===== src/hw/rtl/bpc_pkg.sv =====
package bpc_pkg;

	typedef logic signed [23:0] raw_t;
	typedef logic signed [32:0] scaled_t;
	typedef logic [47:0] cfg_data_t;
	typedef logic [2:0] cfg_index_t;

	typedef enum logic [2:0] {
		REG_TEMP_COEF = 3'd0,
		REG_PRES_OFFS = 3'd1,
		REG_CROSS     = 3'd2,
		REG_HIGHER    = 3'd3,
		REG_PRES_OSR  = 3'd4,
		REG_TEMP_OSR  = 3'd5
	} cfg_reg_t;

	localparam logic [2:0] PRES_OSR_RESET = 3'd4;
	localparam logic [2:0] TEMP_OSR_RESET = 3'd0;

	// round(2^50 / scale factor) for oversampling codes 1x..128x
	localparam logic [32:0] RECIP_TBL [8] = '{
		33'd2147483648, 33'd715827883, 33'd306783378, 33'd143165577,
		33'd4433514628, 33'd2181570690, 33'd1082196484, 33'd538976288
	};

	typedef struct packed {
		logic [11:0] c0;
		logic [11:0] c1;
		logic [19:0] c00;
		logic [19:0] c10;
		logic [15:0] c01;
		logic [15:0] c11;
		logic [15:0] c20;
		logic [15:0] c21;
		logic [15:0] c30;
		logic [2:0]  pres_osr;
		logic [2:0]  temp_osr;
	} coef_t;

endpackage


===== src/hw/rtl/bpc_scale.sv =====
module bpc_scale (
	input  logic              clk,
	input  logic              arst_n,
	input  logic              up_valid,
	output logic              up_ready,
	input  bpc_pkg::raw_t     pres_raw,
	input  bpc_pkg::raw_t     temp_raw,
	input  bpc_pkg::coef_t    coef,
	output logic              dn_valid,
	input  logic              dn_ready,
	output bpc_pkg::scaled_t  p,
	output bpc_pkg::scaled_t  t
);

	logic               v_s1, v_s2;
	logic               en1, en2;
	logic signed [33:0] prec, trec;
	logic signed [57:0] pprod, tprod;
	logic signed [57:0] pprod_s1, tprod_s1;
	logic signed [57:0] pround, tround;
	bpc_pkg::scaled_t   p_s2, t_s2;

	assign en2      = !v_s2 || dn_ready;
	assign en1      = !v_s1 || en2;
	assign up_ready = en1;

	assign prec  = $signed({1'b0, bpc_pkg::RECIP_TBL[coef.pres_osr]});
	assign trec  = $signed({1'b0, bpc_pkg::RECIP_TBL[coef.temp_osr]});
	assign pprod = pres_raw * prec;
	assign tprod = temp_raw * trec;

	assign pround = pprod_s1 + 58'sd8388608;
	assign tround = tprod_s1 + 58'sd8388608;

	always_ff @(posedge clk or negedge arst_n) begin
		if (!arst_n) begin
			v_s1 <= 1'b0;
			v_s2 <= 1'b0;
		end else begin
			if (en1) v_s1 <= up_valid;
			if (en2) v_s2 <= v_s1;
		end
	end

	always_ff @(posedge clk) begin
		if (en1 && up_valid) begin
			pprod_s1 <= pprod;
			tprod_s1 <= tprod;
		end
		if (en2 && v_s1) begin
			p_s2 <= pround[56:24];
			t_s2 <= tround[56:24];
		end
	end

	assign dn_valid = v_s2;
	assign p        = p_s2;
	assign t        = t_s2;

endmodule


===== config.mk =====
export PLATFORM = sky130hd
export DESIGN_NAME = bpc_scale
export DESIGN_NICKNAME = d
export VERILOG_FILES = /design/src/hw/rtl/bpc_pkg.sv /design/src/hw/rtl/bpc_scale.sv
export SDC_FILE = /design/constraint.sdc
export NUM_CORES = 2
export LEC_CHECK = 0
export ABC_AREA = 1
export BUFFER_PORTS_ARGS = -buffer_cell sky130_fd_sc_hd__buf_4
export CORE_MARGIN = 2
export CORE_UTILIZATION = 65
export DETAILED_ROUTE_END_ITERATION = 7
export PLACE_DENSITY = 0.84
export SYNTH_ARGS = -nofsm -noshare
export SYNTH_HDL_FRONTEND = slang
export SYNTH_SLANG_ARGS = --single-unit

===== constraint.sdc =====
create_clock -name clk -period 5.2 [get_ports clk]
set_input_delay 0.52 -clock clk [delete_from_list [all_inputs] [get_ports clk]]
set_output_delay 0.52 -clock clk [all_outputs]
set_load 0.01 [all_outputs]

==> metrics.yaml <==
worst_slew_pin_slew_ns: 1.17
grt.overflow.total: 0
violations: "DRC, setup timing"
arrival_ns: 7.72
critPathMaxFanout: 6
crit_path_frequent_cell: "inv_2"
grt_max_degree: 38
initial_utilization: 0.654
drt_first_pass_iters: 8
finalCriticalPeriod_ns: 7.59
die_y_um: 285
ys_async_sr_fraction: 0.0147
drive_gt1_frac: 0.334
clock-sinks: 136
synth_top_cell_area_share: 0.403
final-hold-violation-count: 0
synth_cells: 6181
cts_tree: "built"
antenna_found_initial: 8
row_count: 103
grt_pass1_wl_um: 316000
synth_area_per_cell_sq_um: 8.33
slew_headroom: 0.215
critPathKind: "input pin to flop"
status: "complete, but fails checks"
dieArea_sq_mm: 0.0815
path_clk_slew_ns: 0.07
ant_nets: 0
ys.flop_type: "edfxtp_1"
finalInstanceArea_sq_mm: 0.0689
grt_pass1_vias: 52000
gp_congestion: 1.14
fmax_mhz: 132
cts_root_buffer: "clkbuf_16"
io_buffers: 125
finalCritPeriodShare: 1.46
ff2ff_path_depth: 8
drc: 24
end_kind: "flop"
core_area_sq_mm: 0.0787
fin_ws_ns: -2.39
place_area_sq_mm: 0.0632
yosys_warnings: 0
clk_latency_ns: 0.45
vias: 51900
hold_class: "input pin to flop"
final_common_cell: "inv_1"
setup_violations: 68
die_w_um: 285
ys_ff_latch: 136
dp_hpwl_um: 180000
routed_wl_um: 231000
syn_area_sq_mm: 0.0515
whs_endpoint: "v_s1$_DFFE_PN0N_"
r2r-start: "tprod_s1[24]$_DFFE_PP_"
crit_required_ns: 5.33
slew_violations: 0
synth-seq-area-share: 0.0791
layout_common_cells: "1,769 x inv_1, 1,191 x buf_4, 899 x fa_1"
grt.total_usage: 0.532
syn_nets: 8125
grt_setup_unrepaired: "true"
slowest_stage: "xor2_1"
fin_skew_ns: 0.0133
hold_start: "up_valid"
cts_max_level: 4
syn_to_final_growth_pct: 33.9
dr.first_iter.drc_count: 7713
synth_cell_type_count: 45
r2r-end: "t[19]$_DFFE_PP_"
maxCapViolCount: 0
synth_area_leaders: "fa_1 40%, ha_1 17%, inv_1 14%, edfxtp_1 7.8%, nor2_1 6.4%"
cpPeakStageDelay_ns: 0.71
nets: 9374
cts_made_buffers: 17
yosysTopAreaCell: "fa_1"
vias_per_cell: 6.11
cts_buffer_depth: 2
num_io_pins: 270
wl_per_cell_um: 27.2
critPathLaunchType: "input pin"
r2r_slack_ns: 2.77
worstHoldPathCells: 3
synth_enable_flop_cells: 134
synth_stat cells, drive strengths merged (9+ instances only):
library cell and number:
clkbuf 80, o21a 9, xor2 72, inv 1964, nand2 716, edfxtp 134
clkinv 16, buf 15, nand4 18, fa 1036, a21o 24, nor2 887
o21bai 28, ha 706, nor3 41, xnor2 41, o21ai 80, a21oi 162
a31oi 10, nand3 113
per-layer routing:
metal  vias up  wire [um]  share of wire  track usage
met1     24700      78100           0.34        0.705
met3      1520      43700           0.19        0.258
met5         -        101        0.00044            0
met4        12      18600          0.080        0.220
li1      20500          -              -            -
met2      5160      90600           0.39        0.746
flip-flops by register name, summed over array words and instances, names as in the netlist:
register	cells
p	33
v_s1	1
tprod_s1	34
pprod_s1	34
t	33
dn_valid	1
how the worst max path moves through the flow:
| stage | from | slack [ns] | end | depth (start not counted) |
|---|---|---|---|---|
| finish | coef[0] | -2.39 | tprod_s1[41]$_DFFE_PP_ | 37 |
| CTS | coef[0] | -1.66 | tprod_s1[49]$_DFFE_PP_ | 30 |
| detailed placement | coef[0] | -2.55 | tprod_s1[49]$_DFFE_PP_ | 30 |
| global route | coef[0] | -2.35 | tprod_s1[41]$_DFFE_PP_ | 37 |
| global placement | coef[1] | -2.53 | tprod_s1[49]$_DFFE_PP_ | 30 |
| floorplan | coef[0] | -1.21 | tprod_s1[49]$_DFFE_PP_ | 29 |
what timing repair did:
action / 4_1_cts / 5_1_grt
gates resized for setup: 528 / 634
hold endpoints to repair: 2 / 0
cloned: 0 / 2
setup endpoints to repair: 68 / 68
buffers inserted: 78 / 63
hold buffers: 1 / 0
pin swaps: 223 / 326
metrics by stage:
step	hold slack [ns]	setup slack (ns)	instances	setup TNS, ns	util
4_1_cts	0.353	-1.66	8435	-94.73	0.841
3_5_place_dp	0.306	-2.55	8326	-134.51	0.802
2_1_floorplan	0.224	-1.21	6181	-72.01	-
3_3_place_gp	0.304	-2.53	8326	-129.01	0.802
5_1_grt	0.352	-2.35	8493	-127.20	0.875
6_report	0.350	-2.39	8496	-120.47	0.875
area by class of cell:
cell class | instances | area [sq um]
diodes | 3 | 7.51
clock buffers | 18 | 429
clock inverters | 14 | 173
fillers | 3935 | 9820
inverters | 1980 | 7540
multi-input cells | 3971 | 44500
flip-flops and latches | 136 | 4070
well taps | 1050 | 1310
repair buffers | 1324 | 10900
cell families (layout without fill, tap and decap cells):
logic type                 after synthesis  count (layout)  synth area share
AOI/OAI and AO/OA                      324             324            0.0354
xor gates and xnor gates               113             113            0.0192
adders and majority gates             1742            1742             0.574
buffers and inverters                 2075            3336             0.151
DFF                                    136             136            0.0791
other                                    0               3                 0
and+or+nand+nor                       1791            1792             0.140
critical path: cells and delay by family:
family | cells | cell delay (ns)
xor gates and xnor gates | 1 | 0.71
adders and majority gates | 9 | 3.96
buffers and inverters | 17 | 1.58
and+or+nand+nor | 10 | 0.93
Power is not shown: default switching activity piles up to over one toggle a cycle in this logic, so the estimate is an artifact.
