`config.mk`:
```
export PLATFORM = sky130hd
export DESIGN_NAME = bpc_out
export DESIGN_NICKNAME = d
export VERILOG_FILES = /design/src/hw/rtl/bpc_out.sv
export SDC_FILE = /design/constraint.sdc
export NUM_CORES = 1
export LEC_CHECK = 0
export BUFFER_PORTS_ARGS = -buffer_cell sky130_fd_sc_hd__buf_4
export CORE_MARGIN = 3
export CORE_UTILIZATION = 58
export CTS_BUF_LIST = sky130_fd_sc_hd__clkbuf_16
export DETAILED_ROUTE_END_ITERATION = 7
export PLACE_DENSITY = 0.83
export SLEW_MARGIN = 20
export SYNTH_ARGS = -nofsm -noshare
export SYNTH_HDL_FRONTEND = slang
export SYNTH_SLANG_ARGS = --single-unit
export TNS_END_PERCENT = 30
```
`constraint.sdc`:
```
create_clock -name clk -period 4.75 [get_ports clk]
set_clock_uncertainty 0.05 [all_clocks]
set_input_delay 0.475 -clock clk [delete_from_list [all_inputs] [get_ports clk]]
set_output_delay 0.475 -clock clk [all_outputs]
set_load 0.005 [all_outputs]
```
`src/hw/rtl/bpc_out.sv`:
```
module bpc_out (
	input  logic               clk,
	input  logic               arst_n,
	input  logic               up_valid,
	output logic               up_ready,
	input  logic signed [48:0] base,
	input  logic signed [57:0] lin,
	input  logic signed [57:0] qua3,
	input  logic [15:0]        temp,
	output logic               dn_valid,
	input  logic               dn_ready,
	output logic signed [31:0] pres_fixed,
	output logic signed [15:0] temp_fixed
);

	logic               v_s9, v_s10;
	logic               en9, en10;
	logic signed [58:0] sum_s9;
	logic [15:0]        temp_s9;
	logic signed [58:0] pround;
	logic [36:0]        pshift;
	logic [31:0]        pres_s10;
	logic [15:0]        temp_s10;

	assign en10     = !v_s10 || dn_ready;
	assign en9      = !v_s9 || en10;
	assign up_ready = en9;

	assign pround = sum_s9 + 59'sd2097152;
	assign pshift = pround[58:22];

	always_ff @(posedge clk or negedge arst_n) begin
		if (!arst_n) begin
			v_s9  <= 1'b0;
			v_s10 <= 1'b0;
		end else begin
			if (en9) v_s9 <= up_valid;
			if (en10) v_s10 <= v_s9;
		end
	end

	always_ff @(posedge clk) begin
		if (en9 && up_valid) begin
			sum_s9 <= $signed({{10{base[48]}}, base}) + $signed({lin[57], lin})
				+ $signed({qua3[57], qua3});
			temp_s9 <= temp;
		end
		if (en10 && v_s9) begin
			if (pshift[36:31] == {6{pshift[36]}}) begin
				pres_s10 <= pshift[31:0];
			end else begin
				pres_s10 <= pshift[36] ? 32'h8000_0000 : 32'h7fff_ffff;
			end
			temp_s10 <= temp_s9;
		end
	end

	assign dn_valid   = v_s10;
	assign pres_fixed = $signed(pres_s10);
	assign temp_fixed = $signed(temp_s10);

endmodule

```
==> results of run 1 <==
==> cell usage after synthesis (10+ instances only) <==
library cell / count / area share
clkbuf_1: 16 / 0.0071
xor2_1: 32 / 0.033
nand4_1: 20 / 0.015
xnor2_1: 36 / 0.037
fa_1: 57 / 0.13
a21oi_1: 66 / 0.039
nand2b_1: 10 / 0.0074
o21bai_1: 13 / 0.012
inv_1: 66 / 0.029
nand2_1: 62 / 0.027
nor2_1: 39 / 0.017
o21ai_0: 48 / 0.028
nand3_1: 27 / 0.016
o21ai_1: 11 / 0.0065
ha_1: 58 / 0.086
edfxtp_1: 102 / 0.36
and3_1: 14 / 0.010
a21o_1: 19 / 0.017
==> worst max-delay path, cell delays in order <==
cell	delay, ps
buf_4	80
inv_1	50
fa_1	540
inv_1	50
ha_1	290
nand4_1	90
o22ai_1	300
o31ai_1	140
o21ai_0	650
a41oi_1	270
a31oi_1	400
a31o_2	250
a41oi_1	140
xnor2_1	150
==> power groups by stage <==
stage / Combinational, mW / Sequential (mW) / Clock (mW)
floorplan: 1.03 / 1.36 / 0
global placement: 1.50 / 1.37 / 0
detailed placement: 1.53 / 1.38 / 0
CTS: 1.54 / 1.36 / 0.715
global route: 1.74 / 1.38 / 0.750
finish: 1.55 / 1.36 / 0.699
==> area by class of cell <==
cell class	count	area, um^2
clock buffer	9	225
sequential	104	3110
timing repair buffer	236	1770
inverter	66	248
multi-input combinational	615	5000
tap	180	225
clock inverter	7	61.3
fill	1008	3450
==> logic make-up after synthesis <==
kind of cell | after synthesis | share of synthesized area
AO/OA/AOI/OAI | 213 | 0.161
multiplexers | 1 | 0.00177
buffers and inverters | 94 | 0.0438
AND/OR/NAND/NOR | 217 | 0.133
adder cells (fa/ha/maj) | 115 | 0.221
flip-flops | 104 | 0.368
XOR/XNOR | 69 | 0.0723
==> layout by cell type (no fill, tap or decap), types with 3 or more instances in the layout <==
master / synthesis / layout
and3_1: 14 / 14
inv_6: 0 / 3
a211oi_2: 3 / 3
o21a_1: 3 / 3
inv_1: 66 / 66
and2_1: 9 / 7
clkbuf_16: 0 / 9
nand2_1: 62 / 62
nor2b_1: 7 / 7
a2111oi_0: 4 / 4
nand4_1: 20 / 20
nand3_2: 4 / 4
o211ai_1: 6 / 6
and4_1: 4 / 4
o21ai_1: 11 / 11
a31oi_1: 7 / 6
o21bai_1: 13 / 13
xor2_1: 32 / 32
nand3_1: 27 / 27
fa_1: 57 / 57
a21oi_1: 66 / 66
nor2_1: 39 / 39
nand2b_1: 10 / 10
o22ai_1: 3 / 3
nor4_1: 4 / 4
ha_1: 58 / 58
a41oi_1: 3 / 3
edfxtp_1: 102 / 102
o21ai_0: 48 / 48
nor3_1: 5 / 5
a211oi_1: 5 / 5
xnor2_1: 36 / 36
o31ai_1: 3 / 3
a21o_1: 19 / 19
buf_4: 1 / 235
==> stage by stage <==
step / setup WS, ps / instances / util
after global routing: 699 / 1217 / 0.755
after CTS: 968 / 1217 / 0.755
final: 899 / 1217 / 0.755
after global placement: 813 / 1200 / 0.734
after detailed placement: 665 / 1200 / 0.734
after floorplan: 1280 / 813 / -
==> layer usage <==
metal | part of all wire | vias up
met1 | 0.43 | 3274
met3 | 0.069 | 28
met4 | 0.014 | 0
met2 | 0.49 | 276
li1 | - | 3378
met5 | 0 | -
==> flip-flops by register name (all words and copies together), names as in the netlist <==
register and cells:
temp_fixed 16, temp_s9 16, sum_s9 38, dn_valid 1, pres_fixed 32, v_s9 1
==> what timing repair did <==
| item | in CTS | in global routing |
|---|---|---|
| hold buffers | 1 | 0 |
| hold endpoints to repair | 2 | 0 |
| buffers inserted | 0 | 0 |
| resized for setup | 0 | 0 |
==> worst paths after layout <==
path	cells past startpoint	endpoint	slack, ps	startpoint
worst max-delay path	14	sum_s9[57]	900	base[3]
worst min-delay path	1	temp_s9[11]	260	temp[11]
worst max register to register	10	pres_fixed[1]	1450	sum_s9[21]
worst min register to register	0	temp_fixed[14]	370	temp_s9[14]
max in group asynchronous	2	dn_valid	4130	arst_n
min in group asynchronous	2	v_s9	430	arst_n
==> metrics.cfg, run 1 <==
[status]
status = completed

[sta]
tns_ps = 0
fmax_mhz = 260
slew_headroom = 0.470
hold_viol_final = 0
rsz0062_at_grt = no
setup_viol = 0
worst-slew-pin-transition_ps = 787
period_minus_slack_ps = 3850
maxSlewViolCount = 0
hold-worst-slack_ps = 262
period_share = 0.811

[global_routing]
use_met3 = 0.0286
grt_pass1_wl_mm = 32.3
grt_max_degree = 55
track_usage = 0.242
grt_overflow = 0
grt_util_met1 = 0.336
grt_pass1_vias = 6913
antenna_found_initial = 0
grt_use_met2 = 0.413
busiest_layer = met2

[detailed_routing]
route.detailed.drc = 0
wl_per_cell_um = 16.0
drtIter0Drc = 535
postRouteWirelength_mm = 19.5
postRouteAntennaNets = 0
vias = 6956
viasPerCell = 5.72
dr.pass1.iters = 5

[worst_setup_path]
cp.required_ps = 4780
arrival_ps = 3880
critPathMaxFanout = 4
worstSetupPathType = in -> reg
end_kind = flip-flop
cp-start-kind = input pin

[synthesis]
ys.warnings.count = 0
ys_seq_area_frac = 0.368
async_reset_ff_frac = 0.0192
syn_area_mm2 = 0.00846
synth-seq-cells = 104
synth_nets = 1113
synthCells = 813
ys_types = 66
synthFlopType = edfxtp_1
synth_edf_count = 102
syn-mean-instance-area_um2 = 10.4

[pwr]
p_total_mw = 3.61
powerDensity_mw_per_mm2 = 339
leakagePower_nw = 4.54
p_clk_frac = 0.194
vdd_ir_drop_max_mv = 0.175
cellInternalPower_mw = 2.31
pwr-share-comb = 0.429
p_sw_frac = 0.359
seqPwrFrac = 0.378
p_sw_mw = 1.30

[flow_run]
cap_violations = 0

[final_layout]
area_growth_syn_to_layout_pct = 25.8
n_antenna_cell = 0
fin_area_mm2 = 0.0106
drive_gt1_frac = 0.265
fin_nets = 1332

[placement]
place_hpwl_mm = 16.0
placed_area_mm2 = 0.0103
gp_congestion = 0.872
portBuffers = 234

[floorplan]
die_x_um = 127
fp-row-count = 43
fp.dieH_um = 127
coreArea_mm2 = 0.0141
io_pins = 235
die_area_mm2 = 0.0161
initial_utilization = 0.600

[clock_network]
clock_path_buffers = 2
cts_tree = yes
insertion_delay_ps = 340
htree_num_levels = 3
cts.sinks = 104
cts_made_buffers = 9
root_buffer = clkbuf_16
clk_pin_slew_worst_paths_ps = 70

[hold_path]
hp-class = in -> reg

No activity file was read; power rests on OpenSTA's default activity.
==> inputs of run 2 (changes only) <==
Settings changed: ABC_AREA set to 1, CORE_UTILIZATION 58 to 56, PLACE_DENSITY 0.83 to 0.78.
Clock period 4.75 ns to 3.95 ns, I/O delays scaled along.
==> run 2 against run 1 <==
  * Sequential power increased by 24%
  * Final cell count up 51%
  * Register-to-register slack worse by 360 ps
  * Critical path depth fell by 2
  * Die area increased by 24%
  * Synthesized cell count is 68% higher
  * Non-clock buffer count grew 2
  * Routed wire length increased by 65%
==> metrics.cfg, run 2 <==
[global_routing]
busiest_layer = met2
grt_overflow = 0  ; unchanged
grt_use_met2 = 0.579  ; +0.166
antenna_found_initial = 0  ; unchanged
grt_pass1_wl_mm = 50.3  ; +55%
use_met3 = 0.0397  ; +0.0111
grt_pass1_vias = 9948  ; +44%
grt_util_met1 = 0.401  ; +0.0654
track_usage = 0.321  ; +0.0793
grt_max_degree = 55  ; unchanged

[pwr]
leakagePower_nw = 5.87  ; +29%
vdd_ir_drop_max_mv = 0.273  ; +56%
powerDensity_mw_per_mm2 = 402  ; +18%

[synthesis]
synth-compound-area-share = 0.0890  ; -0.0720
synth_area_leaders = edfxtp_1, nand2_1, fa_1
syn_area_mm2 = 0.0102  ; +20%
post-synth-top-count-cell = nand2_1
ys_top_cells_by_count = nand2_1, inv_1, nor2_1, edfxtp_1, nand3_1
yosysTopAreaCellShare = 0.300  ; -0.0614
async_reset_ff_frac = 0.0192  ; unchanged
ys_seq_area_frac = 0.305  ; -0.0624
synthCells = 1363  ; +68%
synth-xor-area-share = 0.0430  ; -0.0293
syn-mean-instance-area_um2 = 7.48  ; -28%
synth_edf_count = 102  ; unchanged
synthFlopType = edfxtp_1
synth-seq-cells = 104  ; unchanged
synth_top_area_cell = edfxtp_1
ys.warnings.count = 0  ; unchanged
synth_top_family_by_area = simple AND/OR/NAND/NOR gates
synth_mux_area_frac = 0  ; -0.00177
synthSimpleGateAreaFrac = 0.290  ; +0.157
ys_types = 34  ; -48%
synth_nets = 1663  ; +49%
synth_fa_ha_area_frac = 0.183  ; -0.0374

[worst_setup_path]
cp_cell_sequence = buf_4 -> fa_1 -> ha_1 -> nand2_1 -> nor2_1 -> inv_1 -> nor2_1 -> nand2_1 -> o21ai_0 -> nand2_1 -> nand3b_1 -> nand2_1
slowest_stage = o21ai_0
cp.required_ps = 4030  ; -750 ps
arrival_ps = 3100  ; -780 ps
crit_end = sum_s9[58]
critPathMaxFanout = 4  ; unchanged
crit_path_start = base[21]
reg2reg_slack_ps = 1090  ; -360 ps
path_common_cell = nand2_1
crit-reg2reg-launch = sum_s9[21]
worst_path_largest_cell_delay_ps = 690  ; +40 ps
end_kind = flip-flop
worstSetupPathType = in -> reg
rr_endpoint = pres_fixed[7]
cp-start-kind = input pin
reg2reg_depth = 15  ; +5

[final_layout]
top_register = sum_s9
largest_register_ff_count = 38  ; unchanged
final_common_cell = nand2_1
fin_nets = 1903  ; +43%
n_antenna_cell = 0  ; unchanged
nFillCells = 1420  ; +41%
regArea_mm2 = 0.00311  ; unchanged
most-common-layout-cells = nand2_1, buf_4, inv_1, nor2_1, edfxtp_1
drive_gt1_frac = 0.173  ; -0.0923
multi_input_area_mm2 = 0.00618  ; +24%
area_growth_syn_to_layout_pct = 22.8

[placement]
place_hpwl_mm = 27.7  ; +73%
portBuffers = 234  ; unchanged
gp_congestion = 1.09  ; +25%

[floorplan]
initial_utilization = 0.581  ; -0.0191
coreArea_mm2 = 0.0175  ; +24%
die_area_mm2 = 0.0199  ; +24%
die_x_um = 141  ; +11%
io_pins = 235  ; unchanged
fp-row-count = 48  ; +12%
fp.dieH_um = 141  ; +11%

[sta]
period_minus_slack_ps = 3020
hold_viol_final = 0  ; unchanged
hold-worst-slack_ps = 159  ; -103 ps
fmax_mhz = 331
period_share = 0.766
rsz0062_at_grt = no
setup_viol = 0  ; unchanged
maxSlewViolCount = 0  ; unchanged
slew_headroom = 0.372  ; -0.0984
worst-slew-pin-transition_ps = 943  ; +156 ps
tns_ps = 0  ; unchanged

[detailed_routing]
postRouteWirelength_mm = 32.1  ; +65%
wl_per_cell_um = 17.5  ; +9.6%
drtIter0Drc = 864  ; +61%
route.detailed.drc = 0  ; unchanged
viasPerCell = 5.53  ; -3.3%
postRouteAntennaNets = 0  ; unchanged
vias = 10100  ; +46%
dr.pass1.iters = 5  ; unchanged

[flow_run]
cap_violations = 0  ; unchanged

[status]
status = completed

[clock_network]
cts_made_buffers = 9  ; unchanged
cts_tree = yes
insertion_delay_ps = 360  ; +20 ps
clock_path_buffers = 2  ; unchanged
root_buffer = clkbuf_16
htree_num_levels = 3  ; unchanged
cts_resized = 0  ; unchanged
clk_pin_slew_worst_paths_ps = 90  ; +20 ps
cts.sinks = 104  ; unchanged

[hold_path]
hp-class = in -> reg

run 2: changes by cell type after synthesis, sizes merged, moves of 9 or more:
cell	previous run	this run
xnor2	37	18
clkbuf	18	0
nor3	5	19
nand3	31	95
and2	9	0
a21o	19	9
nand2b	10	0
nand2	63	366
o21ai	59	42
and3	14	0
inv	66	223
nor2	40	198
run 2: kinds of logic after synthesis:
kind of cell               after synthesis
xor gates and xnor gates                50
DFF                                    104
AOI/OAI and AO/OA                      158
buffers and inverters                  232
and+or+nand+nor                        704
adders and majority gates              115
run 2: final cells by class:
cell class | instances | area share
multi-input cells | 1027 | 0.494
inverters | 223 | 0.0670
clock inverters | 7 | 0.00729
clock buffers | 9 | 0.0180
repair buffers | 238 | 0.143
flip-flops and latches | 104 | 0.249
well taps | 225 | 0.0225
run 2: timing repair:
item,4_1_cts,5_1_grt
setup buffers,0,0
setup endpoints to repair,0,0
hold endpoints to repair,2,0
hold buffers,1,0
run 2: worst min-delay path by stage:
stage | start | to | depth (start not counted) | slack [ps]
floorplan | arst_n | dn_valid | 0 | 50
global placement | arst_n | v_s9 | 1 | 130
detailed placement | arst_n | dn_valid | 1 | 130
CTS | temp[15] | temp_s9[15] | 1 | 150
global route | temp[6] | temp_s9[6] | 1 | 150
finish | temp[6] | temp_s9[6] | 1 | 160
run 2: worst max-delay path: cells and delay by family:
family	cells	cell delay, ps
adders and majority gates	2	870
and+or+nand+nor	7	970
buffers and inverters	2	180
AOI/OAI and AO/OA	1	690
run 2: report_power, final:
part,internal (mW),switching [mW]
Sequential,1.52,0.155
Clock,0.459,0.467
Combinational,0.888,1.54
run 2: metrics by stage:
| stage | util | area, um^2 | instances | total power [mW] | worst slack, ps |
|---|---|---|---|---|---|
| finish | 0.714 | 12500 | 1833 | 5.03 | 925 |
| global route | 0.714 | 12500 | 1833 | 5.35 | 765 |
| CTS | 0.714 | 12500 | 1833 | 4.98 | 988 |
| detailed placement | 0.695 | 12200 | 1816 | 4.06 | 596 |
| global placement | 0.695 | 12200 | 1816 | 3.97 | 630 |
| floorplan | - | 10200 | 1363 | 3.19 | 643 |
run 2: layer usage:
metal,up-vias,part of all wire
li1,4868,-
met1,4712,0.39
met2,482,0.51
met3,74,0.070
met4,0,0.033
met5,-,0
==> inputs of run 3 (changes only) <==
Clock period 3.95 ns to 3.05 ns, I/O delays scaled along.
==> run 3 against run 2 <==
  * Clock power is 34% higher
  * Combinational power up 34%
  * Setup slack got worse by 620 ps
  * Flip-flop and latch count did not move
  * Sequential power is 29% higher
  * Final cell count up 1.1%
  * Via count is 2.1% higher
  * Non-clock buffer count rose by 20
  * Global-route usage grew 1.2 points
  * Design area is 1.3% higher
  * Largest cell class unchanged
  * Largest power group unchanged
==> metrics.cfg, run 3 (same netlist as run 2, synthesis figures left out) <==
[status]
status = completed

[final_layout]
fin_area_mm2 = 0.0127  ; +1.3%
largest_register_ff_count = 38  ; unchanged
n_antenna_cell = 0  ; unchanged
final_common_cell = nand2_1
top_register = sum_s9
area_growth_syn_to_layout_pct = 24.4
fin_nets = 1923  ; +1.1%
most-common-layout-cells = nand2_1, buf_4, inv_1, nor2_1, edfxtp_1
drive_gt1_frac = 0.183  ; +0.0102

[placement]
place_ws_ps = 8.52  ; -588 ps
gp_congestion = 0.995  ; -8.7%
portBuffers = 234  ; unchanged
place_hpwl_mm = 28.3  ; +1.9%
placed_area_mm2 = 0.0124  ; +1.3%

[sta]
hold_viol_final = 0  ; unchanged
slew_headroom = 0.607  ; +0.235
period_share = 0.900
period_minus_slack_ps = 2740
worst_slack_ps = 305  ; -620 ps
setup_viol = 0  ; unchanged
worst-slew-pin-transition_ps = 589  ; -354 ps
fmax_mhz = 364
maxSlewViolCount = 0  ; unchanged
rsz0062_at_grt = no

[floorplan]
coreArea_mm2 = 0.0175  ; unchanged
fp.dieH_um = 141  ; unchanged
die_area_mm2 = 0.0199  ; unchanged
initial_utilization = 0.581  ; unchanged
die_x_um = 141  ; unchanged
fp-row-count = 48  ; unchanged
io_pins = 235  ; unchanged

[worst_setup_path]
arrival_ps = 2810  ; -290 ps
critPathMaxFanout = 5  ; +1
cp.required_ps = 3120  ; -910 ps
end_kind = flip-flop
cp-start-kind = input pin
worstSetupPathType = in -> reg

[clock_network]
hold_buffers = 1  ; unchanged
cts_tree = yes
root_buffer = clkbuf_16
clock_path_buffers = 2  ; unchanged
clk_pin_slew_worst_paths_ps = 90  ; about the same
cts_made_buffers = 9  ; unchanged
cts.sinks = 104  ; unchanged
htree_num_levels = 3  ; unchanged
cts_setup_buffers = 0  ; unchanged
cts_resized = 0  ; unchanged
insertion_delay_ps = 360  ; about the same

[pwr]
leakagePower_nw = 5.98  ; +1.8%
vdd_ir_drop_max_mv = 0.361  ; +32%
powerDensity_mw_per_mm2 = 526  ; +31%
p_total_mw = 6.67  ; +33%

[global_routing]
track_usage = 0.333  ; +0.0118
antenna_found_initial = 0  ; unchanged
grt_overflow = 0  ; unchanged
grt_pass1_wl_mm = 52.2  ; +4.0%
grt_pass1_vias = 10500  ; +6.0%
grt_max_degree = 34  ; -38%

[detailed_routing]
dr.pass1.iters = 6  ; +1
viasPerCell = 5.58  ; +0.98%
route.detailed.drc = 0  ; unchanged
vias = 10300  ; +2.1%
postRouteAntennaNets = 0  ; unchanged
wl_per_cell_um = 17.9  ; +2.0%
drtIter0Drc = 955  ; +11%
postRouteWirelength_mm = 33.1  ; +3.1%

[hold_path]
hp-class = in -> reg

[flow_run]
cap_violations = 0  ; unchanged

-- run 3: cell types whose count changed in the layout (fill, tap and decap cells not counted) --
| cell | delta |
|---|---|
| inv_2 | +1 |
| buf_4 | +19 |
| inv_6 | +1 |
| buf_12 | +1 |
| clkinv_4 | -1 |
| clkinv_2 | -1 |
-- run 3: area by class of cell --
cell class,instances,area (um^2)
Multi-Input combinational cell,1027,6180
Tap cell,225,282
Timing Repair Buffer,258,1950
Clock buffer,9,225
Sequential cell,104,3110
Inverter,223,837
Fill cell,1454,4850
Clock inverter,7,91.3
-- run 3: path summary, 6_finish.rpt --
check	from	depth (start not counted)	slack, ps	end
min in group asynchronous	arst_n	2	250	dn_valid
setup reg to reg	sum_s9[42]	13	540	pres_fixed[24]
hold / removal	temp[15]	1	70	temp_s9[15]
max in group asynchronous	arst_n	2	2610	v_s9
setup / recovery	base[33]	10	310	sum_s9[34]
hold reg to reg	temp_s9[3]	0	370	temp_fixed[3]
-- run 3: stage by stage --
stage / TNS (ps) / util / hold slack, ps / instances
final: 0 / 0.723 / 67.0 / 1853
after CTS: 0 / 0.723 / 60.6 / 1853
after detailed placement: 0 / 0.705 / 42.4 / 1836
after floorplan: 0 / - / -40.6 / 1363
after global routing: 0 / 0.723 / 55.4 / 1853
after global placement: -4.56 / 0.705 / 37.8 / 1836
-- run 3: metal layers --
layer  up-vias  share of wire  global-route usage
met5         -              0                   0
met2       520           0.52               0.611
met1      4851           0.38               0.402
met3        76          0.078              0.0421
met4         0          0.032               0.116
li1       4900              -                   -
-- run 3: worst max-delay path: stages --
cell and delay [ps]:
buf_4 120, fa_1 480, ha_1 380, a21oi_1 240, a21boi_0 240, buf_4 170
o21ai_0 140, a21oi_1 270, nand3_1 260, xor2_1 200
-- run 3: power by group --
part / leakage [nW] / total [mW] / switching, mW / internal [mW]
Combinational: 4.82 / 3.26 / 2.04 / 1.22
Sequential: 1.00 / 2.17 / 0.202 / 1.97
Clock: 0.152 / 1.24 / 0.645 / 0.597
