===== src/hw/rtl/bpc_pkg.sv =====
package bpc_pkg;

	typedef logic signed [23:0] raw_t;
	typedef logic signed [32:0] scaled_t;
	typedef logic [47:0] cfg_data_t;
	typedef logic [2:0] cfg_index_t;

	typedef enum logic [2:0] {
		REG_TEMP_COEF = 3'd0,
		REG_PRES_OFFS = 3'd1,
		REG_CROSS     = 3'd2,
		REG_HIGHER    = 3'd3,
		REG_PRES_OSR  = 3'd4,
		REG_TEMP_OSR  = 3'd5
	} cfg_reg_t;

	localparam logic [2:0] PRES_OSR_RESET = 3'd4;
	localparam logic [2:0] TEMP_OSR_RESET = 3'd0;

	// round(2^50 / scale factor) for oversampling codes 1x..128x
	localparam logic [32:0] RECIP_TBL [8] = '{
		33'd2147483648, 33'd715827883, 33'd306783378, 33'd143165577,
		33'd4433514628, 33'd2181570690, 33'd1082196484, 33'd538976288
	};

	typedef struct packed {
		logic [11:0] c0;
		logic [11:0] c1;
		logic [19:0] c00;
		logic [19:0] c10;
		logic [15:0] c01;
		logic [15:0] c11;
		logic [15:0] c20;
		logic [15:0] c21;
		logic [15:0] c30;
		logic [2:0]  pres_osr;
		logic [2:0]  temp_osr;
	} coef_t;

endpackage


===== src/hw/rtl/bpc_cfg.sv =====
module bpc_cfg (
	input  logic                 clk,
	input  logic                 arst_n,
	input  logic                 cfg_valid,
	input  bpc_pkg::cfg_index_t  cfg_index,
	input  bpc_pkg::cfg_data_t   cfg_data,
	output bpc_pkg::coef_t       coef
);

	logic [23:0] temp_coef_q;
	logic [39:0] pres_offs_q;
	logic [31:0] cross_q;
	logic [47:0] higher_q;
	logic [2:0]  pres_osr_q;
	logic [2:0]  temp_osr_q;

	always_ff @(posedge clk or negedge arst_n) begin
		if (!arst_n) begin
			temp_coef_q <= '0;
			pres_offs_q <= '0;
			cross_q     <= '0;
			higher_q    <= '0;
			pres_osr_q  <= bpc_pkg::PRES_OSR_RESET;
			temp_osr_q  <= bpc_pkg::TEMP_OSR_RESET;
		end else if (cfg_valid) begin
			case (bpc_pkg::cfg_reg_t'(cfg_index))
				bpc_pkg::REG_TEMP_COEF: temp_coef_q <= cfg_data[23:0];
				bpc_pkg::REG_PRES_OFFS: pres_offs_q <= cfg_data[39:0];
				bpc_pkg::REG_CROSS:     cross_q     <= cfg_data[31:0];
				bpc_pkg::REG_HIGHER:    higher_q    <= cfg_data[47:0];
				bpc_pkg::REG_PRES_OSR:  pres_osr_q  <= cfg_data[2:0];
				bpc_pkg::REG_TEMP_OSR:  temp_osr_q  <= cfg_data[2:0];
				default: ;
			endcase
		end
	end

	always_comb begin
		coef.c0       = temp_coef_q[23:12];
		coef.c1       = temp_coef_q[11:0];
		coef.c00      = pres_offs_q[39:20];
		coef.c10      = pres_offs_q[19:0];
		coef.c01      = cross_q[31:16];
		coef.c11      = cross_q[15:0];
		coef.c20      = higher_q[47:32];
		coef.c21      = higher_q[31:16];
		coef.c30      = higher_q[15:0];
		coef.pres_osr = pres_osr_q;
		coef.temp_osr = temp_osr_q;
	end

endmodule


===== config.mk =====
export PLATFORM = sky130hd
export DESIGN_NAME = bpc_cfg
export DESIGN_NICKNAME = d
export VERILOG_FILES = /design/src/hw/rtl/bpc_pkg.sv /design/src/hw/rtl/bpc_cfg.sv
export SDC_FILE = /design/constraint.sdc
export NUM_CORES = 1
export LEC_CHECK = 0
export BUFFER_PORTS_ARGS = -buffer_cell sky130_fd_sc_hd__buf_2
export CORE_ASPECT_RATIO = 1.5
export CORE_UTILIZATION = 45
export DETAILED_ROUTE_END_ITERATION = 16
export GPL_ROUTABILITY_DRIVEN = 0
export PLACE_DENSITY = 0.73
export SETUP_SLACK_MARGIN = 0.02
export SLEW_MARGIN = 5
export SYNTH_ARGS = -nofsm -noshare
export SYNTH_HDL_FRONTEND = slang
export SYNTH_SLANG_ARGS = --single-unit

===== constraint.sdc =====
create_clock -name clk -period 0.84 [get_ports clk]
set_clock_uncertainty 0.05 [all_clocks]
set_input_delay 0.168 -clock clk [delete_from_list [all_inputs] [get_ports clk]]
set_output_delay 0.168 -clock clk [all_outputs]
set_load 0.05 [all_outputs]

==> flow_metrics.tcl, run 1 <==
set metrics [dict create \
    outcome "finished, violations left" \
    violations "negative hold slack, negative setup slack" \
    num_rows 50 \
    routed_wl_um 20100 \
    cp_num_buf_inv 1 \
    diodes 0 \
    antenna_found_initial 0 \
    die_area_um2 13200 \
    postLayoutCellArea_um2 10600 \
    synth-seq-cells 150 \
    ir_drop_mv 2.00 \
    ff2ff_setup_slack_ns -0.24 \
    grt-ovfl-total 0 \
    maxSlewHeadroom_pct 79.8 \
    drc 0 \
    hold_viol 53 \
    cts.clk_slew.worst_paths_ns 0.06 \
    chipWidth_um 94.2 \
    hp-start "cfg_data[42]" \
    clk_path_buf_depth 2 \
    num_vias 4404 \
    syn_to_final_growth_pct 83.9 \
    grt_pass1_wl_um 28900 \
    syn_inst 321 \
    total_power_uw 32800 \
    boundaryPins 204 \
    power_density_nw_per_um2 3110 \
    hold_buffers 7 \
    dpl_cell_area_um2 7490 \
    coreArea_um2 12400 \
    io_buffers 203 \
    dp_slack_ns -0.641 \
    rsz0062_at_grt "yes" \
    seq_area_um2 3790 \
    worstReg2RegStart "cross_q[8]" \
    drive_gt1_share_pct 80.0 \
    syn_area_per_cell_um2 17.9 \
    netlist_area_um2 5740 \
    rr_worst_depth 3 \
    cts_buffers 17 \
    critPathMaxFanout 2 \
    detail-route-antenna-nets 0 \
    hold_path_class "in2reg" \
    cp.required_ns 0.62 \
    multi_input_area_um2 2320 \
    cts.sinks 150 \
    hold_end "higher_q[42]" \
    dr.pass1.iters 4 \
    clk_latency_ns 0.41 \
    crit_path_top_delay_cell "dfstp_2" \
    final_cell_mix "196 x buf_6, 142 x mux2_4, 124 x dfrtp_1" \
    synth_fp_nets 375 \
    setup_viol 300 \
    root_buffer "clkbuf_16" \
    fin_crit_sh_pct 160 \
    layout_commonest_cell "buf_6" \
    fin_nets 727 \
    grt_pass1_vias 4858 \
    p_leak_uw 0.00524 \
    ys_seq_area_share_pct 65.4 \
    grt_usage_pct 30.2 \
    min_period_ns 1.34 \
    fp.dieH_um 140 \
    ys_types 12 \
    drt-initial-drc-count 143 \
    viasPerCell 5.23 \
    synth_warnings 0 \
    whs_ns -0.0462 \
    fillerInstances 553 \
    routedWlPerCell_um 23.9 \
    max_stage_delay_ns 0.56 \
    path_delay_family "flip-flops" \
    worstPathCellList "buf_12" \
    start_util_pct 46.1 \
    worstSetupPathType "reg2out" \
    max_freq_mhz 746 \
    cts_tree "built" \
    cap_violations 0 \
    setup_slack_ns -0.500 \
    cts-htree-levels 4 \
    critPathArrivalTime_ns 1.12 \
    start_kind "flip-flop" \
    slew_viol_final 0 \
    worst_slew_pin_slew_ns 0.301 \
    critPathCaptureType "primary output" \
    grt_max_degree 40 \
    min_delay_path_depth 2 \
    hpwlAfterDp_um 10200 \
    rr_endpoint "cross_q[8]" \
]
-- through the flow --
stage	setup TNS, ns	cells	hold slack [ns]	utilization (%)
after global placement	-80.93	692	0.0115	60.1
after CTS	-73.58	814	-0.0645	82.0
after detailed placement	-84.09	692	0.0133	60.1
after floorplan	-49.84	321	-0.178	-
after global routing	-80.36	842	-0.0633	84.8
final	-76.18	842	-0.0462	84.8
-- cell usage after synthesis --
cell type	number	area, um2
mux2_4	20	300
buf_4	1	7.51
dfstp_2	1	26.3
buf_6	11	124
and4bb_2	2	25.0
buf_2	3	15.0
nor4b_4	1	23.8
nand4b_1	2	17.5
dfrtp_1	149	3730
nor4bb_1	1	10.0
mux2_2	95	1070
mux2_1	35	394
-- kinds of logic (layout without fill, tap and decap cells) --
kind of cell | Yosys count | in the layout | synth area share, %
flip-flops | 150 | 150 | 65.4
multiplexers | 150 | 150 | 30.7
buffers and inverters | 15 | 380 | 2.55
AND/OR/NAND/NOR | 6 | 6 | 1.33
-- report_power, final --
group          leakage [uW]  internal (uW)  total (uW)  switching [uW]
logic               0.00319           6830       14900            8080
clock network      0.000277           4520        7540            3020
registers           0.00177           8890       10400            1460
-- metal layers --
metal,vias up,GRT usage [%],wire [um]
met4,0,13.7,768
met3,55,5.43,776
met1,2307,34.7,7410
met5,-,0,0
met2,196,53.6,11200
li1,1846,-,-
-- how the worst max path moves through the flow --
stage,start,to,slack [ns],cells after the start
final,pres_osr_q[2],coef[5],-0.50,1
after global routing,pres_osr_q[2],coef[5],-0.52,1
after CTS,pres_osr_q[2],coef[5],-0.51,1
after detailed placement,cfg_index[2],cross_q[27],-0.64,4
after global placement,cfg_index[2],cross_q[24],-0.61,4
after floorplan,cfg_index[1],temp_coef_q[15],-0.44,3
-- area by class of cell --
cell class / count / area share, %
clock buffers: 23 / 4.43
clock inverters: 9 / 0.984
multi-input cells: 156 / 22.0
flip-flops and latches: 150 / 35.9
well taps: 156 / 1.85
repair buffers: 348 / 34.9
-- sequential cells by signal (all words and copies together), names as in the netlist --
signal       cells
cross_q         32
pres_offs_q     40
temp_osr_q       3
temp_coef_q     24
higher_q        48
pres_osr_q       3
-- timing repair --
item | CTS | global route
pin swaps | 5 | 4
gates resized for setup | 377 | 77
endpoints found under the setup margin | 299 | 340
endpoints found under the hold margin | 274 | 76
setup buffers | 73 | 62
cloned | 10 | 2
Note: power is estimated with default switching activity, not from simulation.
==> inputs of run 2 (changes only) <==
--- a/config.mk
+++ b/config.mk
@@ -10,7 +10,7 @@
 export CORE_UTILIZATION = 45
 export DETAILED_ROUTE_END_ITERATION = 16
 export GPL_ROUTABILITY_DRIVEN = 0
-export PLACE_DENSITY = 0.73
+export PLACE_DENSITY_LB_ADDON = 0.1
 export SETUP_SLACK_MARGIN = 0.02
 export SLEW_MARGIN = 5
 export SYNTH_ARGS = -nofsm -noshare
==> run 2 against run 1 <==
  * The run still ends with negative hold slack, negative setup slack left
  * Critical path depth is the same
  * First-iteration DRC count up 11%
  * Count of clock-buffer cells in the layout shrank 3
  * Via count rose by 0.61%
  * Fmax up 0.52%
  * Non-clock buffer count is 25 higher
  * Sequential share of layout area shrank 0.69 points
  * Sequential power about the same
  * Highest routed layer unchanged
  * Global-route usage decreased by 0.089 points
  * Clock power grew 2.9%
  * Final cell count is 3.0% higher
  * Cell area grew 2.0%
==> flow_metrics.tcl, run 2 (same netlist as run 1, synthesis figures left out) <==
set metrics [dict create \
    outcome "finished, violations left" \
    violations "negative hold slack, negative setup slack" \
    clk_latency_ns 0.41 \
    seq_area_um2 3790 \
    setup-tns-final_ns -89.29 \
    cts.clk_slew.worst_paths_ns 0.06 \
    die_area_um2 13200 \
    grt_pass1_wl_um 28700 \
    dpl_cell_area_um2 7500 \
    p_leak_uw 0.00530 \
    routed.top_layer "met4" \
    switching_power_uw 12500 \
    largest_register_ffs 48 \
    cap_violations 0 \
    critPathCaptureType "primary output" \
    coreArea_um2 12400 \
    p_clk_share_pct 23.5 \
    slew_viol_final 0 \
    cts.sinks 150 \
    wl_met3_um 905 \
    boundaryPins 204 \
    io_buffers 203 \
    critPathMaxFanout 2 \
    final_cell_mix "186 x buf_6, 125 x mux2_4, 124 x dfrtp_1" \
    viasPerCell 5.11 \
    grt-ovfl-total 0 \
    maxSlewHeadroom_pct 73.4 \
    syn_to_final_growth_pct 87.5 \
    hpwlAfterDp_um 9600 \
    worstPathCellList "buf_12" \
    routedWlPerCell_um 23.0 \
    grt_usage_pct 30.1 \
    hold_path_class "in2reg" \
    drc 0 \
    wl_met2_um 10700 \
    cts-htree-levels 4 \
    largest_register "higher_q" \
    fillerInstances 526 \
    worstSetupPathType "reg2out" \
    start_kind "flip-flop" \
    p_int_uw 20400 \
    drive_gt1_share_pct 80.2 \
    whs_ns -0.0484 \
    fin_crit_sh_pct 159 \
    start_util_pct 46.1 \
    path_delay_family "flip-flops" \
    root_buffer "clkbuf_16" \
    cts_buffers 17 \
    place_inst 687 \
    antenna_found_initial 0 \
    max_freq_mhz 750 \
    num_vias 4431 \
    setup_slack_ns -0.493 \
    layout_commonest_cell "buf_6" \
    fin_nets 752 \
    power_density_nw_per_um2 3060 \
    dp_slack_ns -0.642 \
    multi_input_area_um2 2260 \
    detail-route-antenna-nets 0 \
    chipWidth_um 94.2 \
    postLayoutCellArea_um2 10800 \
    max_stage_delay_ns 0.56 \
    fin_cells 867 \
    p_seq_share_pct 31.1 \
    reg.largest.list "higher_q (48), pres_offs_q (40), cross_q (32)" \
    worst_slew_pin_slew_ns 0.397 \
    dr.pass1.iters 6 \
    ir_drop_mv 1.97 \
    switching_share_pct 38.0 \
    cp_num_buf_inv 1 \
    critPathArrivalTime_ns 1.11 \
    grt_max_degree 33 \
    drt-initial-drc-count 159 \
    rsz0062_at_grt "yes" \
    wl_met1_um 7680 \
    cts_tree "built" \
    crit_path_top_delay_cell "dfstp_2" \
    cp.required_ns 0.62 \
    final_util_pct 86.5 \
    comb_power_share_pct 45.4 \
    num_rows 50 \
    clk_path_buf_depth 2 \
    routed_wl_um 20000 \
    grt_pass1_vias 4824 \
    fp.dieH_um 140 \
    setup_viol 298 \
    diodes 0 \
    min_period_ns 1.33 \
    hold_viol 76 \
]
==> run 2: cell types whose count changed in the layout (fill, tap and decap cells not counted), sizes merged <==
cell,previous run,this run
bufinv,2,3
buf,338,358
dlygate4sd3,7,12
clkinv,5,7
clkbuf,26,23
==> run 2: metal layers <==
metal	global-route usage (%)	up-vias
met3	6.73	44
met4	12.7	0
met1	35.9	2308
li1	-	1914
met5	0	-
met2	51.6	165
==> run 2: path summary, 6_finish.rpt <==
| kind | from | depth (start not counted) | slack [ns] | to |
|---|---|---|---|---|
| max in group asynchronous | arst_n | 3 | 0.15 | pres_osr_q[2] |
| max reg2reg | cross_q[23] | 3 | -0.26 | cross_q[23] |
| min | cfg_data[37] | 2 | -0.05 | pres_offs_q[37] |
| min in group asynchronous | arst_n | 2 | 0.12 | pres_offs_q[35] |
| max | pres_osr_q[2] | 1 | -0.49 | coef[5] |
| min reg2reg | pres_offs_q[11] | 1 | 0.48 | pres_offs_q[11] |
==> run 2: repair_timing <==
action / 4_1_cts / 5_1_grt
resized for setup: 371 / 37
gates cloned: 15 / 1
hold buffers: 10 / 2
setup buffers: 69 / 73
endpoints found under the hold margin: 281 / 98
endpoints found under the setup margin: 300 / 300
pin swaps: 6 / 3
==> run 2: worst register-to-register path, delay by kind of cell, from the launching register on <==
kind / cells / cell delay [ns]
muxes: 1 / 0.27
buffers and inverters: 2 / 0.27
DFF: 1 / 0.40
==> run 2: area by class of cell <==
class                      count  area share, %
clock buffer                  20           4.06
tap                          156           1.81
clock inverter                12           1.44
timing repair buffer         373           36.5
multi-input combinational    156           21.0
sequential                   150           35.2
==> run 2: per-stage QoR <==
step / total power, uW / hold WS [ns]
4_1_cts: 31700 / -0.0661
3_5_place_dp: 20300 / -0.0140
6_report: 33000 / -0.0484
5_1_grt: 34000 / -0.0641
3_3_place_gp: 20100 / -0.00888
2_1_floorplan: 17600 / -0.178
==> run 2: power groups by stage <==
stage | combinational, uW | clock [uW] | sequential [uW]
floorplan | 2140 | 0 | 15500
global placement | 10400 | 0 | 9780
detailed placement | 10500 | 0 | 9850
CTS | 13800 | 7740 | 10100
global route | 15400 | 8180 | 10400
finish | 15000 | 7760 | 10300
==> inputs of run 3 (changes only) <==
--- a/config.mk
+++ b/config.mk
@@ -5,6 +5,7 @@
 export SDC_FILE = /design/constraint.sdc
 export NUM_CORES = 1
 export LEC_CHECK = 0
+export ABC_AREA = 1
 export BUFFER_PORTS_ARGS = -buffer_cell sky130_fd_sc_hd__buf_2
 export CORE_ASPECT_RATIO = 1.5
 export CORE_UTILIZATION = 45
==> run 3 against run 2 <==
  * Critical endpoint unchanged
  * Wire length grew 4.0%
  * Cell area down 5.4%
  * Highest routed layer unchanged
  * Combinational power down 21%
  * Setup slack better by 0.0065 ns
  * Fmax rose by 0.49%
  * Clock power is 5.2% higher
  * Critical path type unchanged
  * Global-route usage shrank 0.78 points
  * Non-clock buffer count shrank 21
  * The run ends with negative setup slack left
  * Synthesized cell count up 110%
  * First-iteration DRC count grew 77%
  * Sequential power down 5%
  * Flip-flop and latch count unchanged
==> flow_metrics.tcl, run 3 <==
set metrics [dict create \
    outcome "finished, violations left" \
    violations "negative setup slack" \
    boundaryPins 204 \
    p_int_uw 18300 \
    switching_power_uw 11500 \
    die_area_um2 13500 \
    setup-tns-final_ns -53.91 \
    io_buffers 203 \
    crit_start "pres_osr_q[2]" \
    fin_crit_sh_pct 158 \
    slew_viol_final 0 \
    start_kind "flip-flop" \
    clk_path_buf_depth 2 \
    fp.dieH_um 142 \
    cp.required_ns 0.62 \
    fillerInstances 714 \
    cts_tree "built" \
    fin_nets 1048 \
    grt_usage_pct 29.3 \
    root_buffer "clkbuf_16" \
    critPathCaptureType "primary output" \
    grt_pass1_wl_um 29600 \
    largest_register_ffs 48 \
    ff2ff_setup_slack_ns -0.05 \
    path_delay_family "flip-flops" \
    grt_pass1_vias 5962 \
    coreArea_um2 12600 \
    ys_seq_area_share_pct 64.2 \
    syn_inst 661 \
    rsz0062_at_grt "yes" \
    rr_endpoint "pres_offs_q[16]" \
    place_inst 1017 \
    diodes 0 \
    syn_to_final_growth_pct 74.2 \
    p_leak_uw 0.00538 \
    rr_worst_depth 4 \
    worstReg2RegStart "pres_offs_q[16]" \
    critPathMaxFanout 2 \
    routed_wl_um 20800 \
    layout_commonest_cell "nand2_1" \
    final_util_pct 81.0 \
    cap_violations 0 \
    crit_path_top_delay_cell "dfstp_2" \
    dp_slack_ns -0.420 \
    worstPathCellList "buf_12" \
    max_stage_delay_ns 0.55 \
    synth_fp_nets 715 \
    postLayoutCellArea_um2 10200 \
    synth_common_cells "361 x nand2_1, 149 x dfrtp_1, 99 x nand3_1, 19 x clkbuf_1, 14 x buf_2" \
    drive_gt1_share_pct 42.5 \
    viasPerCell 5.21 \
    num_rows 50 \
    synthFlopType "dfrtp_1" \
    fin_cells 1163 \
    switching_share_pct 38.6 \
    endpoint "coef[5]" \
    cp_num_buf_inv 1 \
    final_cell_mix "317 x nand2_1, 172 x buf_6, 110 x dfrtp_1" \
    cts_buffers 17 \
    worst_slew_pin_slew_ns 0.339 \
    cp.depth 1 \
    synth_warnings 0 \
    antenna_found_initial 0 \
    synth.most_common_cell "nand2_1" \
    drc 0 \
    hpwlAfterDp_um 11800 \
    synth_top_area_share_pct 63.7 \
    max_freq_mhz 754 \
    setup_slack_ns -0.486 \
    num_vias 6061 \
    ys_types 12 \
    netlist_area_um2 5850 \
    ir_drop_mv 1.84 \
    synthTopCellsByArea "dfrtp_1 64%, nand2_1 23%, nand3_1 8.5%" \
    dpl_cell_area_um2 7410 \
    synth-edff-count 0 \
    cts-htree-levels 4 \
    maxSlewHeadroom_pct 77.4 \
    start_util_pct 46.5 \
    drt-initial-drc-count 282 \
    grt-ovfl-total 0 \
    grt_max_degree 29 \
    synth_top_cell_by_area "dfrtp_1" \
    cts.sinks 150 \
    hold_viol 0 \
    p_clk_share_pct 27.4 \
    clk_latency_ns 0.41 \
    cts.clk_slew.worst_paths_ns 0.06 \
    reg.largest.list "higher_q (48), pres_offs_q (40), cross_q (32)" \
    routedWlPerCell_um 17.8 \
    chipWidth_um 95.1 \
    synth-seq-cells 150 \
    worstSetupPathType "reg2out" \
    power_density_nw_per_um2 2920 \
    p_seq_share_pct 33.0 \
    detail-route-antenna-nets 0 \
    dr.pass1.iters 5 \
    critPathArrivalTime_ns 1.11 \
    syn_area_per_cell_um2 8.85 \
    setup_viol 154 \
    hold_path_class "in2reg" \
    largest_register "higher_q" \
    comb_power_share_pct 39.6 \
    min_period_ns 1.33 \
    synth-async-reset-ratio_pct 100 \
]
-- run 3: changes by cell type after synthesis, moves of 3 or more --
| cell | delta |
|---|---|
| buf_2 | +11 |
| buf_4 | +5 |
| buf_6 | -11 |
| clkbuf_1 | +19 |
| inv_2 | +4 |
| mux2_1 | -35 |
| mux2_2 | -95 |
| mux2_4 | -20 |
| nand2_1 | +361 |
| nand3_1 | +99 |
| nor2_1 | +3 |
-- run 3: final cells by class --
class,instances,area [um2],area share (%)
Multi-Input combinational cell,467,2050,20.1
Tap cell,156,195,1.92
Clock buffer,21,460,4.52
Inverter,6,30.0,0.295
Sequential cell,150,3800,37.3
Timing Repair Buffer,352,3480,34.1
Clock inverter,11,173,1.69
-- run 3: worst min-delay path by stage --
stage	to	start	depth (start not counted)
floorplan	cross_q[0]	arst_n	0
global placement	higher_q[32]	arst_n	1
detailed placement	higher_q[34]	arst_n	1
CTS	higher_q[1]	cfg_data[1]	3
global route	temp_osr_q[1]	cfg_data[1]	3
finish	higher_q[1]	cfg_data[1]	3
-- run 3: kinds of logic (layout without fill, tap and decap cells) --
| logic type | after synthesis | after routing | share of synthesized area [%] |
|---|---|---|---|
| buffers and inverters | 45 | 390 | 3.57 |
| and+or+nand+nor | 466 | 467 | 32.2 |
| DFF | 150 | 150 | 64.2 |
-- run 3: through the flow --
stage,power (uW),hold slack (ns)
after global routing,30800,0.0125
after global placement,17900,-0.00253
final,29800,0.0101
after detailed placement,18100,-0.00187
after CTS,28700,0.00420
after floorplan,15600,-0.178
-- run 3: power by group through the flow --
stage          clock network, uW  registers (uW)  logic (uW)
6_report                    8160            9830       11800
5_1_grt                     8540            9930       12300
4_1_cts                     8200            9700       10800
3_5_place_dp                   0            9490        8600
3_3_place_gp                   0            9460        8470
2_1_floorplan                  0           14300        1260
-- run 3: metal layers --
metal	vias up	GRT usage, %	wire (um)
li1	2739	-	-
met1	2980	32.5	7450
met2	274	52.3	11200
met3	68	7.61	1260
met4	0	12.0	837
met5	-	0	0
-- run 3: worst reg2reg max path: cells and delay by family (launching register included) --
family	cells	cell delay, ns
buffers and inverters	2	0.25
flip-flops	1	0.39
AND/OR/NAND/NOR	2	0.09
-- run 3: repair_timing --
| item | in CTS | in global routing |
|---|---|---|
| endpoints found under the hold margin | 275 | 0 |
| gates resized for setup | 296 | 79 |
| buffers inserted | 29 | 44 |
| endpoints found under the setup margin | 150 | 232 |
| cloned | 0 | 1 |
| pin swaps | 0 | 21 |
| hold buffers | 48 | 0 |
